### src/sv/jcs_pkg.sv
`timescale 1ns / 1ps
// ----------------------------------------------------------------------------
// jcs_pkg
// Shared types and constants for the joystick calibrate-and-scale block.
// ----------------------------------------------------------------------------
package jcs_pkg;

  localparam int PERCENT_FULL = 100;
  localparam int PCT_W        = 8;
  localparam int DZ_W         = 6;
  localparam logic [DZ_W-1:0] DEADZONE_RESET = 6'd5;

  typedef enum logic [1:0] {
    CMD_CAL  = 2'd0,
    CMD_CAP  = 2'd1,
    CMD_CONV = 2'd2
  } cmd_t;

  // request from the top level to one axis lane
  typedef struct packed {
    logic start;
    cmd_t cmd;
  } lane_req_t;

  // lane status back to the merge stage
  typedef struct packed {
    logic             valid;
    logic [PCT_W-1:0] percent;
  } lane_stat_t;

endpackage

### src/sv/jcs_div.sv
`timescale 1ns / 1ps
// ----------------------------------------------------------------------------
// jcs_div
// Restoring radix-2 unsigned divider, one quotient bit per cycle.
// ----------------------------------------------------------------------------
module jcs_div #(
  parameter int NUM_W = 17,
  parameter int DEN_W = 10
) (
  input  logic             clk,
  input  logic             rst_n,
  input  logic             start,
  input  logic [NUM_W-1:0] num,
  input  logic [DEN_W-1:0] den,
  output logic             done,
  output logic [NUM_W-1:0] quot
);

  localparam int CNT_W = $clog2(NUM_W + 1);

  logic             busy_r, busy_nxt;
  logic             done_r, done_nxt;
  logic [CNT_W-1:0] cnt_r, cnt_nxt;
  logic [NUM_W-1:0] q_r, q_nxt;
  logic [DEN_W-1:0] rem_r, rem_nxt;
  logic [DEN_W-1:0] den_r, den_nxt;
  logic [DEN_W:0]   rem_sh;
  logic [DEN_W:0]   diff;

  // divisor held from start, the operand inputs may move while busy
  assign rem_sh = {rem_r, q_r[NUM_W-1]};
  assign diff   = rem_sh - {1'b0, den_r};

  always_comb begin
    busy_nxt = busy_r;
    done_nxt = 1'b0;
    cnt_nxt  = cnt_r;
    q_nxt    = q_r;
    rem_nxt  = rem_r;
    den_nxt  = den_r;
    if (start) begin
      busy_nxt = 1'b1;
      cnt_nxt  = CNT_W'(NUM_W);
      q_nxt    = num;
      rem_nxt  = '0;
      den_nxt  = den;
    end else if (busy_r) begin
      if (rem_sh >= {1'b0, den_r}) begin
        rem_nxt = diff[DEN_W-1:0];
        q_nxt   = {q_r[NUM_W-2:0], 1'b1};
      end else begin
        rem_nxt = rem_sh[DEN_W-1:0];
        q_nxt   = {q_r[NUM_W-2:0], 1'b0};
      end
      cnt_nxt = cnt_r - 1'b1;
      if (cnt_r == CNT_W'(1)) begin
        busy_nxt = 1'b0;
        done_nxt = 1'b1;
      end
    end
  end

  always_ff @(posedge clk) begin
    if (!rst_n) begin
      busy_r <= 1'b0;
      done_r <= 1'b0;
      cnt_r  <= '0;
    end else begin
      busy_r <= busy_nxt;
      done_r <= done_nxt;
      cnt_r  <= cnt_nxt;
    end
    q_r   <= q_nxt;
    rem_r <= rem_nxt;
    den_r <= den_nxt;
  end

  assign done = done_r;
  assign quot = q_r;

endmodule

### src/sv/jcs_lane.sv
`timescale 1ns / 1ps
// ----------------------------------------------------------------------------
// jcs_lane
// One axis: max/idle tracking, deadzone check and percent scaling.
// ----------------------------------------------------------------------------
module jcs_lane #(
  parameter int ADC_BITS = 10
) (
  input  logic                  clk,
  input  logic                  rst_n,
  input  jcs_pkg::lane_req_t    req,
  input  logic [ADC_BITS-1:0]   raw,
  input  logic [jcs_pkg::DZ_W-1:0] deadzone,
  input  logic                  ack,
  output jcs_pkg::lane_stat_t   stat
);
  import jcs_pkg::*;

  localparam int NUM_W = ADC_BITS + 7;

  typedef enum logic [1:0] {L_IDLE, L_DIV, L_DONE} lstate_t;

  lstate_t             state_r, state_nxt;
  logic [ADC_BITS-1:0] max_r, max_nxt;
  logic [ADC_BITS-1:0] idle_r, idle_nxt;
  logic                neg_r, neg_nxt;
  logic [PCT_W-1:0]    pct_r, pct_nxt;
  logic                div_start;
  logic [NUM_W-1:0]    div_num;
  logic [ADC_BITS-1:0] div_den;
  logic                div_done;
  logic [NUM_W-1:0]    div_quot;
  logic [ADC_BITS-1:0] delta;
  logic                below;

  assign below = (raw <= idle_r);
  assign delta = below ? (idle_r - raw) : (raw - idle_r);

  always_comb begin
    state_nxt = state_r;
    max_nxt   = max_r;
    idle_nxt  = idle_r;
    neg_nxt   = neg_r;
    pct_nxt   = pct_r;
    div_start = 1'b0;
    div_num   = below ? NUM_W'(raw) * NUM_W'(PERCENT_FULL)
                      : NUM_W'(raw - idle_r) * NUM_W'(PERCENT_FULL);
    div_den   = below ? idle_r : (max_r - idle_r);
    case (state_r)
      L_IDLE: begin
        if (req.start) begin
          pct_nxt   = '0;
          state_nxt = L_DONE;
          case (req.cmd)
            CMD_CAL: begin
              if (raw > max_r) max_nxt = raw;
            end
            CMD_CAP: begin
              idle_nxt = raw;
            end
            CMD_CONV: begin
              if (delta <= ADC_BITS'(deadzone)) begin
                pct_nxt = '0;
              end else if (!below && max_r <= idle_r) begin
                pct_nxt = PCT_W'(PERCENT_FULL);
              end else begin
                // idle is nonzero when below here: delta > deadzone >= 0
                neg_nxt   = below;
                div_start = 1'b1;
                state_nxt = L_DIV;
              end
            end
            default: begin
              pct_nxt = '0;
            end
          endcase
        end
      end
      L_DIV: begin
        if (div_done) begin
          if (neg_r) begin
            pct_nxt = {1'b0, div_quot[PCT_W-2:0]} - PCT_W'(PERCENT_FULL);
          end else if (div_quot > NUM_W'(PERCENT_FULL)) begin
            pct_nxt = PCT_W'(PERCENT_FULL);
          end else begin
            pct_nxt = {1'b0, div_quot[PCT_W-2:0]};
          end
          state_nxt = L_DONE;
        end
      end
      L_DONE: begin
        if (ack) state_nxt = L_IDLE;
      end
      default: state_nxt = L_IDLE;
    endcase
  end

  always_ff @(posedge clk) begin
    if (!rst_n) begin
      state_r <= L_IDLE;
      max_r   <= '0;
      idle_r  <= '0;
    end else begin
      state_r <= state_nxt;
      max_r   <= max_nxt;
      idle_r  <= idle_nxt;
    end
    neg_r <= neg_nxt;
    pct_r <= pct_nxt;
  end

  jcs_div #(
    .NUM_W (NUM_W),
    .DEN_W (ADC_BITS)
  ) u_div (
    .clk   (clk),
    .rst_n (rst_n),
    .start (div_start),
    .num   (div_num),
    .den   (div_den),
    .done  (div_done),
    .quot  (div_quot)
  );

  assign stat.valid   = (state_r == L_DONE);
  assign stat.percent = pct_r;

endmodule

### src/sv/joystick_calibrate_and_scale_top.sv
`timescale 1ns / 1ps
// ----------------------------------------------------------------------------
// joystick_calibrate_and_scale_top
// Two-axis joystick conditioner: calibration, idle capture, percent output.
// ----------------------------------------------------------------------------
// One request at a time. Calibrate and capture requests reach the output
// register through the lane's done state with zero in both fields. A convert
// request runs a setup step, then one iteration per quotient bit (ADC_BITS+7
// bits) of the bit-serial divider in each axis lane, then a step to scale
// and one to merge into the output register. Samples inside the deadzone,
// or above idle with no usable maximum, skip the divider and finish as
// fast as a calibrate request. The next request is accepted as soon as a
// result has moved to the output register, even if that result is still
// stalled downstream.
module joystick_calibrate_and_scale_top #(
  parameter int ADC_BITS = 10
) (
  input  logic                     clk,
  input  logic                     rst_n,
  // configuration: deadzone register
  input  logic                     cfg_we,
  input  logic [jcs_pkg::DZ_W-1:0] cfg_wdata,
  // request channel
  input  logic                     in_valid,
  output logic                     in_stall,
  input  logic [1:0]               in_cmd,
  input  logic [ADC_BITS-1:0]      in_raw_x,
  input  logic [ADC_BITS-1:0]      in_raw_y,
  // result channel
  output logic                     out_valid,
  input  logic                     out_stall,
  output logic signed [7:0]        out_x_percent,
  output logic signed [7:0]        out_y_percent
);
  import jcs_pkg::*;

  logic             pending_r, pending_nxt;
  logic             out_valid_r, out_valid_nxt;
  logic [PCT_W-1:0] out_x_r, out_x_nxt;
  logic [PCT_W-1:0] out_y_r, out_y_nxt;
  logic [DZ_W-1:0]  deadzone_r;
  logic             accept;
  logic             take;
  lane_req_t        req;
  lane_stat_t       stat_x, stat_y;

  assign accept = in_valid && !pending_r;
  assign in_stall = pending_r;

  assign req.start = accept;
  assign req.cmd   = cmd_t'(in_cmd);

  // merge: both lanes finished and output register free
  assign take = stat_x.valid && stat_y.valid && (!out_valid_r || !out_stall);

  always_comb begin
    pending_nxt   = pending_r;
    out_valid_nxt = out_valid_r;
    out_x_nxt     = out_x_r;
    out_y_nxt     = out_y_r;
    if (out_valid_r && !out_stall) out_valid_nxt = 1'b0;
    if (take) begin
      out_valid_nxt = 1'b1;
      out_x_nxt     = stat_x.percent;
      out_y_nxt     = stat_y.percent;
      pending_nxt   = 1'b0;
    end
    if (accept) pending_nxt = 1'b1;
  end

  always_ff @(posedge clk) begin
    if (!rst_n) begin
      pending_r   <= 1'b0;
      out_valid_r <= 1'b0;
      deadzone_r  <= DEADZONE_RESET;
    end else begin
      pending_r   <= pending_nxt;
      out_valid_r <= out_valid_nxt;
      if (cfg_we) deadzone_r <= cfg_wdata;
    end
    out_x_r <= out_x_nxt;
    out_y_r <= out_y_nxt;
  end

  jcs_lane #(
    .ADC_BITS (ADC_BITS)
  ) u_lane_x (
    .clk      (clk),
    .rst_n    (rst_n),
    .req      (req),
    .raw      (in_raw_x),
    .deadzone (deadzone_r),
    .ack      (take),
    .stat     (stat_x)
  );

  jcs_lane #(
    .ADC_BITS (ADC_BITS)
  ) u_lane_y (
    .clk      (clk),
    .rst_n    (rst_n),
    .req      (req),
    .raw      (in_raw_y),
    .deadzone (deadzone_r),
    .ack      (take),
    .stat     (stat_y)
  );

  assign out_valid     = out_valid_r;
  assign out_x_percent = $signed(out_x_r);
  assign out_y_percent = $signed(out_y_r);

endmodule
### config.mk
export PLATFORM = sky130hd
export DESIGN_NAME = joystick_calibrate_and_scale_top
export DESIGN_NICKNAME = d
export VERILOG_FILES = /design/src/sv/jcs_pkg.sv /design/src/sv/jcs_div.sv /design/src/sv/jcs_lane.sv /design/src/sv/joystick_calibrate_and_scale_top.sv
export SDC_FILE = /design/constraint.sdc
export NUM_CORES = 1
export LEC_CHECK = 0
export ABC_CLOCK_PERIOD_IN_PS = 14000
export BUFFER_PORTS_ARGS = -buffer_cell sky130_fd_sc_hd__buf_2
export CORE_AREA = 2 2 233 235
export DETAILED_ROUTE_END_ITERATION = 16
export DIE_AREA = 0 0 235 237
export HOLD_SLACK_MARGIN = 0.06
export PLACE_DENSITY = 0.55
export SETUP_SLACK_MARGIN = 0.15
export SLEW_MARGIN = 0
export SYNTH_ARGS = -nofsm -noshare
export SYNTH_HDL_FRONTEND = slang
export SYNTH_SLANG_ARGS = --single-unit
### constraint.sdc
create_clock -name clk -period 14 [get_ports clk]
set_clock_uncertainty 0.1 [all_clocks]
set_input_delay 2.8 -clock clk [delete_from_list [all_inputs] [get_ports clk]]
set_output_delay 2.8 -clock clk [all_outputs]
set_load 0.005 [all_outputs]
# Yosys cells after proc, flatten, opt, wreduce, memory -nomap -nowiden
# Cells that the tools add are included.
[classes] n_eq_ne=14 bitwise_logic=7 n_addsub=14 order_cmp=12 reduce_logical=35 n_mux=69 multipliers=4
[ops] operator="$mux W17" n=6
[ops] operator="$mux W8" n=10
[ops] operator="$sub A10 B10 Y10" n=8
[ops] operator="$mux W10" n=6
[ops] operator="$le A10 B10 Y1" n=4
[ops] operator="$gt A17 B7 Y1 const B" n=2
[ops] operator="$mul A17 B5 Y15 const B" n=2
[ops] operator="$pmux W8 S2" n=2
[ops] operator="$mul A10 B5 Y15 const B" n=2
[ops] operator="$mux W7" n=4
[ops] operator="$mux W1" n=24
[ops] operator="$ge A11 B10 Y1" n=2
[ops] operator="$mux W2" n=11
[ops] operator="$sub A10 B10 Y11" n=2
[ops] operator="$gt A10 B10 Y1" n=2
[ops] operator="$le A10 B6 Y1" n=2
[ops] operator="$mux W5" n=4
[ops] operator="$reduce_and A3 Y1" n=6
[ops] operator="$sub A7 B7 Y8 const B" n=2
[ops] operator="$ne A2 B2 Y1 const B" n=6
[ops] operator="$pmux W2 S3" n=2
[ops] operator="$reduce_bool A2 Y1" n=6
[ops] operator="$eq A5 B1 Y1 const B" n=2
[ops] operator="$reduce_and A5 Y1" n=2
[ops] operator="other kinds (11)" n=36
[totals] out_inout_bits=18 in_bits=33 regBits=174

# Longest topological paths before layout
# Gate-level depths: netlist (run 1).
[depth] word_depth=9 mapped_depth=24

# By module
# A second synthesis (run 1) with hierarchy kept.
[unflattened] hier_cells=1810 area_unflattened_um2=16208.0
[modules_own_cells] mod="jcs_lane (u_lane_x)" n_inst=1 cells_per_inst=675 area_per_inst_um2=5455.2
[modules_own_cells] mod="jcs_lane (u_lane_y)" n_inst=1 cells_per_inst=667 area_per_inst_um2=5321.4
[modules_own_cells] mod="jcs_div" n_inst=2 cells_per_inst=212 area_per_inst_um2=2323.5
[modules_own_cells] mod="joystick_calibrate_and_scale_top" n_inst=1 cells_per_inst=44 area_per_inst_um2=784.5

# Worst setup path before layout (run 1)
# OpenSTA, ideal clock, no wires.
[synth_path] path_kind="in2reg" startpoint="input in_raw_y[0]" endpoint="register u_lane_y.u_div.q_r[0] (netlist: u_lane_y.u_div.quot[0]) (enable)" slack_ps=6391 path_stages=23 setup_time_ps=328 path_buffers=4 t_required_ps=13572 t_arrival_ps=7181 cell_sequence="inv_1 -> ha_1 -> inv_1 -> fa_1 -> nand3_1 -> a21oi_1 -> nor4b_1 -> nor2_1 -> clkinv_1 -> clkbuf_1 -> clkbuf_1 -> a21oi_1 -> ha_1 -> a21oi_1 -> a21oi_1 -> o31ai_1 -> o2111ai_1 -> o41ai_1 -> a31oi_1 -> and4b_1 -> buf_6 -> buf_2 -> or2_1"
[synth_via] elab_chain_cells=9 word_cells_on_any_way=13 classes_between="add/sub: 2; order compare: 2; mux: 6; reduce/logical: 3"
[synth_rtl] element="from (decl)" line_no="joystick_calibrate_and_scale_top.sv:28" source="input logic [ADC_BITS-1:0] in_raw_y,"
[synth_rtl] element="$le A10 B10 Y1 *" line_no="jcs_lane.sv:36" source="assign below = (raw <= idle_r);"
[synth_rtl] element="named net u_lane_y.below" line_no="jcs_lane.sv:34" source="logic below;"
[synth_rtl] element="parallel branches: the longest is 3 deep, another holds $le A10 B6 Y1"
[synth_rtl] element="$mux W1 *" line_no="jcs_lane.sv:62" source="if (delta <= ADC_BITS'(deadzone)) begin"
[synth_rtl] element="$mux W1 *" line_no="jcs_lane.sv:54" source="case (req.cmd)"
[synth_rtl] element="$mux W1 *" line_no="jcs_lane.sv:51" source="if (req.start) begin"
[synth_rtl] element="$mux W1 *" line_no="jcs_lane.sv:49" source="case (state_r)"
[synth_rtl] element="$reduce_bool A2 Y1 (no line) *"
[synth_rtl] element="to (signal assigned)" line_no="jcs_div.sv:73" source="q_r <= q_nxt;"
[synth_rtl] element="to (decl)" line_no="jcs_div.sv:24" source="logic [NUM_W-1:0] q_r, q_nxt;"
# Mark *: on every way through the listed nets, which the timed path passes.
# A chain may end at the register's enable or synchronous reset.

# Final worst setup path (run 1)
[layout_path] startpoint="input in_raw_x[0]" endpoint="register u_lane_x.u_div.q_r[11] (netlist: u_lane_x.u_div.quot[11]) (data pin)"
[layout_via] elab_chain_cells=9 word_cells_on_any_way=17 classes_between="add/sub: 3; mul: 2; order compare: 2; mux: 8; reduce/logical: 2"
[layout_rtl] element="from (decl)" line_no="joystick_calibrate_and_scale_top.sv:27" source="input logic [ADC_BITS-1:0] in_raw_x,"
[layout_rtl] element="parallel branches: the longest is 8 deep, another holds $mul A17 B5 Y15"
[layout_rtl] element="$mux W17 *" line_no="jcs_div.sv:41" source="if (start) begin"
[layout_rtl] element="named net u_lane_x.u_div.q_nxt[11]" line_no="jcs_div.sv:24"
[layout_rtl] element="to (signal assigned)" line_no="jcs_div.sv:73"
[layout_rtl] element="to (decl)" line_no="jcs_div.sv:24"
# Marked as above.

==> results by group, run 1 <==
Min path
  – Hold path start: u_lane_x.pct_r[0]
  – Hold crit path type: register to register
  – Hold EP: out_x_percent[0]
  – WHS Path Cells: 0

STA
  – Fin. Hold Viols: 0
  – Fin crit period: 8210 ps
  – Fmax: 122 MHz
  – Fin crit share: 0.586
  – # setup viols final: 0
  – Min Hold Slack: 320 ps
  – RSZ-0062 raised after global routing: no
  – Fin. max-slew vios: 0
  – Tightest Pin Transition: between 1000 and 1500 ps
  – Slew margin rel.: 0.300
  – Sum Neg Setup Slack: 0 ps

Global routing
  – GR peak layer: met2
  – Overall Global Routing Usage: 0.143
  – Wire length of the first global-routing pass: approximately 64000 um
  – Grt total ovfl: 0
  – GR met2 Demand/Resource: 0.227
  – Initial antenna violation count: 1
  – Grt met3 use: 0.0178
  – Met1 usage: 0.200
  – Vias in the first global route: approximately 12000
  – Pin count of the biggest net entering global routing: 64

Final layout
  – Register area: 4360 um2
  – Fillers: 5520
  – Final Net Count: about 2100
  – Commonest non-fill, non-tap cell in the layout: ha_1
  – P&R area growth vs syn: 9.29%
  – Post-route cell area: roughly 17000 um2
  – Share of cells above drive strength 1: 0.0790
  – Most frequent cells in the layout: ha_1, inv_1, nand2_1
  – # diodes: 0
  – Multi-input gate area: roughly 10000 um2

Place
  – Post-DP Area: 16800 um2
  – GPL Wtd Cong: 0.900
  – Buffers added on ports: 50
  – HPWL after detailed placement: 31400 um

Clock network
  – CTS tree: done
  – Postcts setup bufs: 0
  – Post_cts resized: 0
  – Hold_buf cts: 0
  – Maximum clock insertion buffer count: 2
  – Clk slew on worst S/H paths: 70 ps
  – CTS sink cnt: 174
  – H-tree depth: 4
  – Num CTS Buffers: 17
  – Clock latency at the later pin of the worst-skew pair: 470 ps
  – Clock Tree Root: clkbuf_16

Detailed routing
  – Post-DR vias/cell: between 4 and 5
  – ANT nets after route: 0
  – 1st-pass router iterations: 5
  – Drt wl/cell: 15.8 um
  – DR DRC count: 0
  – Vias: 12300
  – DR iter-0 viols: 960
  – Routed wire length: between 30000 and 40000 um

Yosys
  – #FFs+latches synth: 174
  – Primary FF master, synth: edfxtp_1
  – Sequential element share of the synthesized area: 0.275
  – Yosys synthesis warning count: 0
  – Synthesized instance count: 1778
  – Synth async-reset ratio: 0
  – Mapped Area: 15800 um2
  – Avg Cell Area, Syn: 8.91 um2
  – EDFF count, synth: 88
  – Synth cell types: 71
  – Syn_nets: 2096

Floorplan
  – Row cnt: 85
  – Die Y: 237 um
  – Die Footprint: 55700 um2
  – Starting Density: 0.297
  – IO Pins: 51
  – Core area: 53300 um2
  – Chip width: 235 um

Setup path
  – CP max stage delay: 500 ps
  – Slowest-stage cell, CP: inv_2
  – Worst r2r path cells: 19
  – Reg2reg setup slack: 7930 ps
  – Worst path most repeated cell: a21oi_1
  – CP arrival: 8320 ps
  – Worst Setup End Kind: register
  – CP Class: input port to register
  – Max Fanout on Critical Path: 36
  – Worst flop-to-flop path startpoint: u_lane_x.idle_r[1]
  – Worst flop-to-flop path endpoint: u_lane_x.u_div.quot[11]
  – CP required: 14110 ps
  – Cell chain of the critical path: buf_2 > inv_1 > ha_1 > inv_1 > fa_1 > nand3_1 > a21oi_1 > nor4b_1 > nor2_1 > inv_2 > nor2_1 > a21oi_1 > ha_1 > a21oi_1 > a21oi_1 > o31ai_1 > o2111ai_1 > o41ai_1 > a31oi_2 > nand3_1 > inv_2 > mux2_2
  – Startpoint Class: input port

Power and ir drop
  – Pwr Density: 131 nW/um2
  – Max VDD drop: 0.110 mV
  – Leakage power: 7.62 nW
  – Total Power: between 2 and 2.5 mW

Job
  – Max cap viols: 0

Status
  – Status: completed
[synthesized netlist by cell type, drive strengths merged, types with 28 or more instances]
| cell | count | area [um2] |
|---|---|---|
| a211oi | 30 | 225 |
| a21oi | 106 | 538 |
| and2 | 34 | 213 |
| clkbuf | 35 | 131 |
| dfxtp | 86 | 1720 |
| edfxtp | 88 | 2640 |
| fa | 38 | 761 |
| ha | 247 | 3090 |
| inv | 231 | 867 |
| mux2i | 46 | 460 |
| nand2 | 127 | 477 |
| nand2b | 33 | 206 |
| nor2 | 114 | 428 |
| nor2b | 29 | 181 |
| nor3 | 29 | 150 |
| o21ai | 88 | 440 |
| o31ai | 28 | 210 |
| xnor2 | 52 | 455 |
| xor2 | 39 | 342 |
[sequential cells by signal (all words and copies together), names as in the netlist, 2 cells and up]
| name | count |
|---|---|
| deadzone_r | 6 |
| out_x_percent | 8 |
| out_y_percent | 8 |
| u_lane_x.idle_r | 10 |
| u_lane_x.max_r | 10 |
| u_lane_x.pct_r | 8 |
| u_lane_x.state_r | 2 |
| u_lane_x.u_div.cnt_r | 5 |
| u_lane_x.u_div.den_r | 10 |
| u_lane_x.u_div.quot | 17 |
| u_lane_x.u_div.rem_r | 10 |
| u_lane_y.idle_r | 10 |
| u_lane_y.max_r | 10 |
| u_lane_y.pct_r | 8 |
| u_lane_y.state_r | 2 |
| u_lane_y.u_div.cnt_r | 5 |
| u_lane_y.u_div.den_r | 10 |
| u_lane_y.u_div.quot | 17 |
| u_lane_y.u_div.rem_r | 10 |
[report_power, final]
group | total [mW] | switching, mW | internal (mW)
combinational | 1.16 | 0.662 | 0.503
sequential | 0.634 | 0.0403 | 0.594
clock | 0.466 | 0.233 | 0.233
[worst max path at each step]
stage                           start                       to  slack [ps]  depth (start not counted)
after floorplan           in_raw_y[0]   u_lane_y.u_div.quot[0]        6390                         23
after CTS                 in_raw_x[0]  u_lane_x.u_div.quot[15]        5810                         22
after global routing      in_raw_y[5]   u_lane_y.u_div.quot[8]        5270                         19
after detailed placement  in_raw_x[0]  u_lane_x.u_div.quot[15]        5340                         22
final                     in_raw_x[0]  u_lane_x.u_div.quot[11]        5790                         22
after global placement    in_raw_y[5]  u_lane_y.u_div.quot[13]        5550                         19
[metal layers]
layer / up-vias / part of all wire
met5: - / 0
met4: 0 / 0.023
met3: 39 / 0.034
met2: 227 / 0.45
met1: 5800 / 0.50
li1: 6241 / -
[per-stage QoR]
| stage | util | worst slack (ps) | instances |
|---|---|---|---|
| 3_3_place_gp | 0.314 | 5550 | 2473 |
| 3_5_place_dp | 0.314 | 5340 | 2473 |
| 6_report | 0.325 | 5790 | 2505 |
| 4_1_cts | 0.325 | 5810 | 2505 |
| 5_1_grt | 0.325 | 5270 | 2505 |
| 2_1_floorplan | - | 6390 | 1778 |
[critical path, delay by kind of cell]
kind                     cells  cell delay [ps]
multiplexers                 1              390
buffers and inverters        5             1260
AO/OA/AOI/OAI                8             1670
AND/OR/NAND/NOR              5             1280
adder cells (fa/ha/maj)      3              890
[layout make-up]
class                      instances  share of cell area
clock buffer                      17              0.0246
tap                              696              0.0503
clock inverter                    15             0.00773
timing repair buffer              57              0.0175
inverter                         232              0.0503
sequential                       174               0.252
multi-input combinational       1314               0.598
[cell families after synthesis]
logic type,after synthesis,synth area share
and+or+nand+nor,492,0.158
AOI/OAI and AO/OA,375,0.153
buffers and inverters,290,0.0721
adders and majority gates,285,0.243
DFF,174,0.275
xor gates and xnor gates,91,0.0503
muxes,71,0.0485
Power figures use the tool's default switching activity.
==> run 2, diff against run 1 <==
--- a/config.mk
+++ b/config.mk
@@ -5,7 +5,7 @@
 export SDC_FILE = /design/constraint.sdc
 export NUM_CORES = 1
 export LEC_CHECK = 0
-export ABC_CLOCK_PERIOD_IN_PS = 14000
+export ABC_CLOCK_PERIOD_IN_PS = 8330
 export BUFFER_PORTS_ARGS = -buffer_cell sky130_fd_sc_hd__buf_2
 export CORE_AREA = 2 2 233 235
 export DETAILED_ROUTE_END_ITERATION = 16
==> constraint.sdc (replaced) <==
create_clock -name clk -period 8.33 [get_ports clk]
set_clock_uncertainty 0.1 [all_clocks]
set_input_delay 1.666 -clock clk [delete_from_list [all_inputs] [get_ports clk]]
set_output_delay 1.666 -clock clk [all_outputs]
set_load 0.005 [all_outputs]
==> results by group, run 2 (synthesis results as in run 1) <==
Final layout
  – Commonest non-fill, non-tap cell in the layout: ha_1
  – Share of cells above drive strength 1: 0.0779 (-0.00115)
  – Final Net Count: 2115 (+0.047%)
  – Final cell count without fillers: 2506 (+0.040%)
  – Final Util: 0.326 (+0.000587)
  – Fillers: 5489 (-0.56%)
  – Most frequent cells in the layout: ha_1, inv_1, nand2_1
  – Post-route cell area: 17300 um2 (+0.18%)
  – P&R area growth vs syn: 9.48%
  – # diodes: 0 (unchanged)

Place
  – Post-DP Area: 16800 um2 (about the same)
  – HPWL after detailed placement: 31400 um (about the same)
  – GPL Wtd Cong: 0.898 (-0.22%)
  – Buffers added on ports: 50 (unchanged)
  – Cell count after placement: 2474 (+0.040%)

Setup path
  – Worst flop-to-flop path endpoint: u_lane_y.u_div.quot[13]
  – Worst r2r path cells: 19 (unchanged)
  – Startpoint Class: input port
  – CP required: 8310 ps (-5800 ps)
  – Worst Setup End Kind: register
  – CP Class: input port to register
  – CP arrival: 7080 ps (-1240 ps)
  – Max Fanout on Critical Path: 46 (+28%)
  – Reg2reg setup slack: 2360 ps (-5570 ps)
  – Worst flop-to-flop path startpoint: u_lane_y.idle_r[1]

STA
  – Fin. max-slew vios: 0 (unchanged)
  – Sum Neg Setup Slack: 0 ps (unchanged)
  – Fin. Hold Viols: 0 (unchanged)
  – Fin crit period: slightly above 7000 ps
  – Fmax: 141 MHz
  – # setup viols final: 0 (unchanged)
  – Fin crit share: 0.852
  – RSZ-0062 raised after global routing: no
  – Slew margin rel.: 0.286 (-0.0132)
  – Tightest Pin Transition: 1070 ps (+19.8 ps)

Power and ir drop
  – Switching Share: 0.401 (-0.0121)
  – Internal: 2.29 mW (+73%)
  – Seq pwr share: 0.279 (about the same)
  – Clock network fraction of total power: 0.213 (+0.007)
  – Combinational share of power: 0.508 (-0.006)
  – Max VDD drop: 0.153 mV (+40%)
  – Net Switching: 1.54 mW (+64%)
  – Leakage power: 7.63 nW (+0.21%)
  – Pwr Density: 221 nW/um2 (+69%)

Job
  – Max cap viols: 0 (unchanged)

Detailed routing
  – 1st-pass router iterations: 5 (unchanged)
  – DR iter-0 viols: 622 (-35%)
  – DR DRC count: 0 (unchanged)
  – Routed wire length: 39500 um (about the same)
  – Post-DR vias/cell: 4.88 (-0.72%)
  – Drt wl/cell: 15.8 um (-0.13%)
  – Vias: 12200 (-0.68%)
  – ANT nets after route: 0 (unchanged)

Floorplan
  – Die Footprint: 55700 um2 (unchanged)
  – IO Pins: 51 (unchanged)
  – Row cnt: 85 (unchanged)
  – Chip width: 235 um (unchanged)
  – Die Y: 237 um (unchanged)
  – Starting Density: 0.297 (unchanged)
  – Core area: 53300 um2 (unchanged)

Global routing
  – Pin count of the biggest net entering global routing: 77 (+20%)
  – Initial antenna violation count: 1 (unchanged)
  – Wire length of the first global-routing pass: 65000 um (+1.7%)
  – Overall Global Routing Usage: 0.144 (+0.000486)
  – Grt total ovfl: 0 (unchanged)
  – Vias in the first global route: 12300 (+3.8%)

Clock network
  – Clk slew on worst S/H paths: 70 ps (about the same)
  – Maximum clock insertion buffer count: 2 (unchanged)
  – CTS tree: done
  – Num CTS Buffers: 17 (unchanged)
  – CTS sink cnt: 174 (unchanged)
  – Postcts setup bufs: 0 (unchanged)
  – Post_cts resized: 0 (unchanged)
  – Clock latency at the later pin of the worst-skew pair: 450 ps (-20 ps)
  – H-tree depth: 4 (unchanged)
  – Hold_buf cts: 0 (unchanged)
  – Clock Tree Root: clkbuf_16

Min path
  – WHS Path Cells: 0 (unchanged)
  – Hold EP: out_x_percent[1]
  – Hold path start: u_lane_x.pct_r[1]
  – Hold crit path type: register to register

Status
  – Status: completed
## run 2: layout make-up
type                       count  area (um2)  share of cell area
sequential                   174        4360               0.252
multi-input combinational   1314       10300               0.597
inverter                     232         871              0.0502
timing repair buffer          58         310              0.0179
tap                          696         871              0.0502
clock inverter                12         136             0.00786
clock buffer                  20         447              0.0258
## run 2: through the flow
step                      power (mW)  hold slack (ps)  setup WS, ps
after floorplan                 2.58              300          1850
after global placement          3.00              307          1060
after detailed placement        3.03              305           838
after CTS                       3.87              319          1310
after global routing            4.18              325           750
final                           3.83              318          1230
## run 2: how the worst max path moves through the flow
stage	startpoint	to	slack (ps)
4_1_cts	in_raw_y[5]	u_lane_y.u_div.quot[9]	1310
5_1_grt	in_raw_y[5]	u_lane_y.u_div.quot[8]	750
3_5_place_dp	in_raw_y[5]	u_lane_y.u_div.quot[13]	840
2_1_floorplan	in_raw_y[0]	u_lane_y.u_div.quot[0]	1850
3_3_place_gp	in_raw_y[4]	u_lane_y.u_div.quot[14]	1060
6_report	in_raw_y[6]	u_lane_y.u_div.quot[13]	1230
## run 2: power groups by stage
stage          sequential [mW]  combinational, mW  clock (mW)
2_1_floorplan             1.06               1.52           0
5_1_grt                   1.08               2.23       0.873
3_3_place_gp              1.08               1.91           0
3_5_place_dp              1.08               1.94           0
6_report                  1.07               1.94       0.817
4_1_cts                   1.07               1.96       0.842
## run 2: worst max-delay path, cell delays in order
cell,delay [ps]
buf_2,160
inv_1,120
ha_1,530
nand4_1,210
a21oi_1,250
nor4b_1,110
nor2_1,100
buf_4,280
clkinv_1,270
nor2_1,200
a21oi_1,70
ha_1,320
a21oi_1,70
a21oi_1,150
o31ai_1,120
o2111ai_1,90
o41ai_1,100
a31oi_1,460
and4b_2,1060
or2_1,710
## run 2: per-layer routing
| metal | up-vias | GRT usage | routed length [um] | part of all wire |
|---|---|---|---|---|
| met5 | - | 0 | 0 | 0 |
| met4 | 0 | 0.0464 | 925 | 0.023 |
| met3 | 54 | 0.0185 | 1250 | 0.032 |
| met2 | 214 | 0.233 | 17600 | 0.45 |
| met1 | 5707 | 0.198 | 19700 | 0.50 |
| li1 | 6248 | - | - | - |
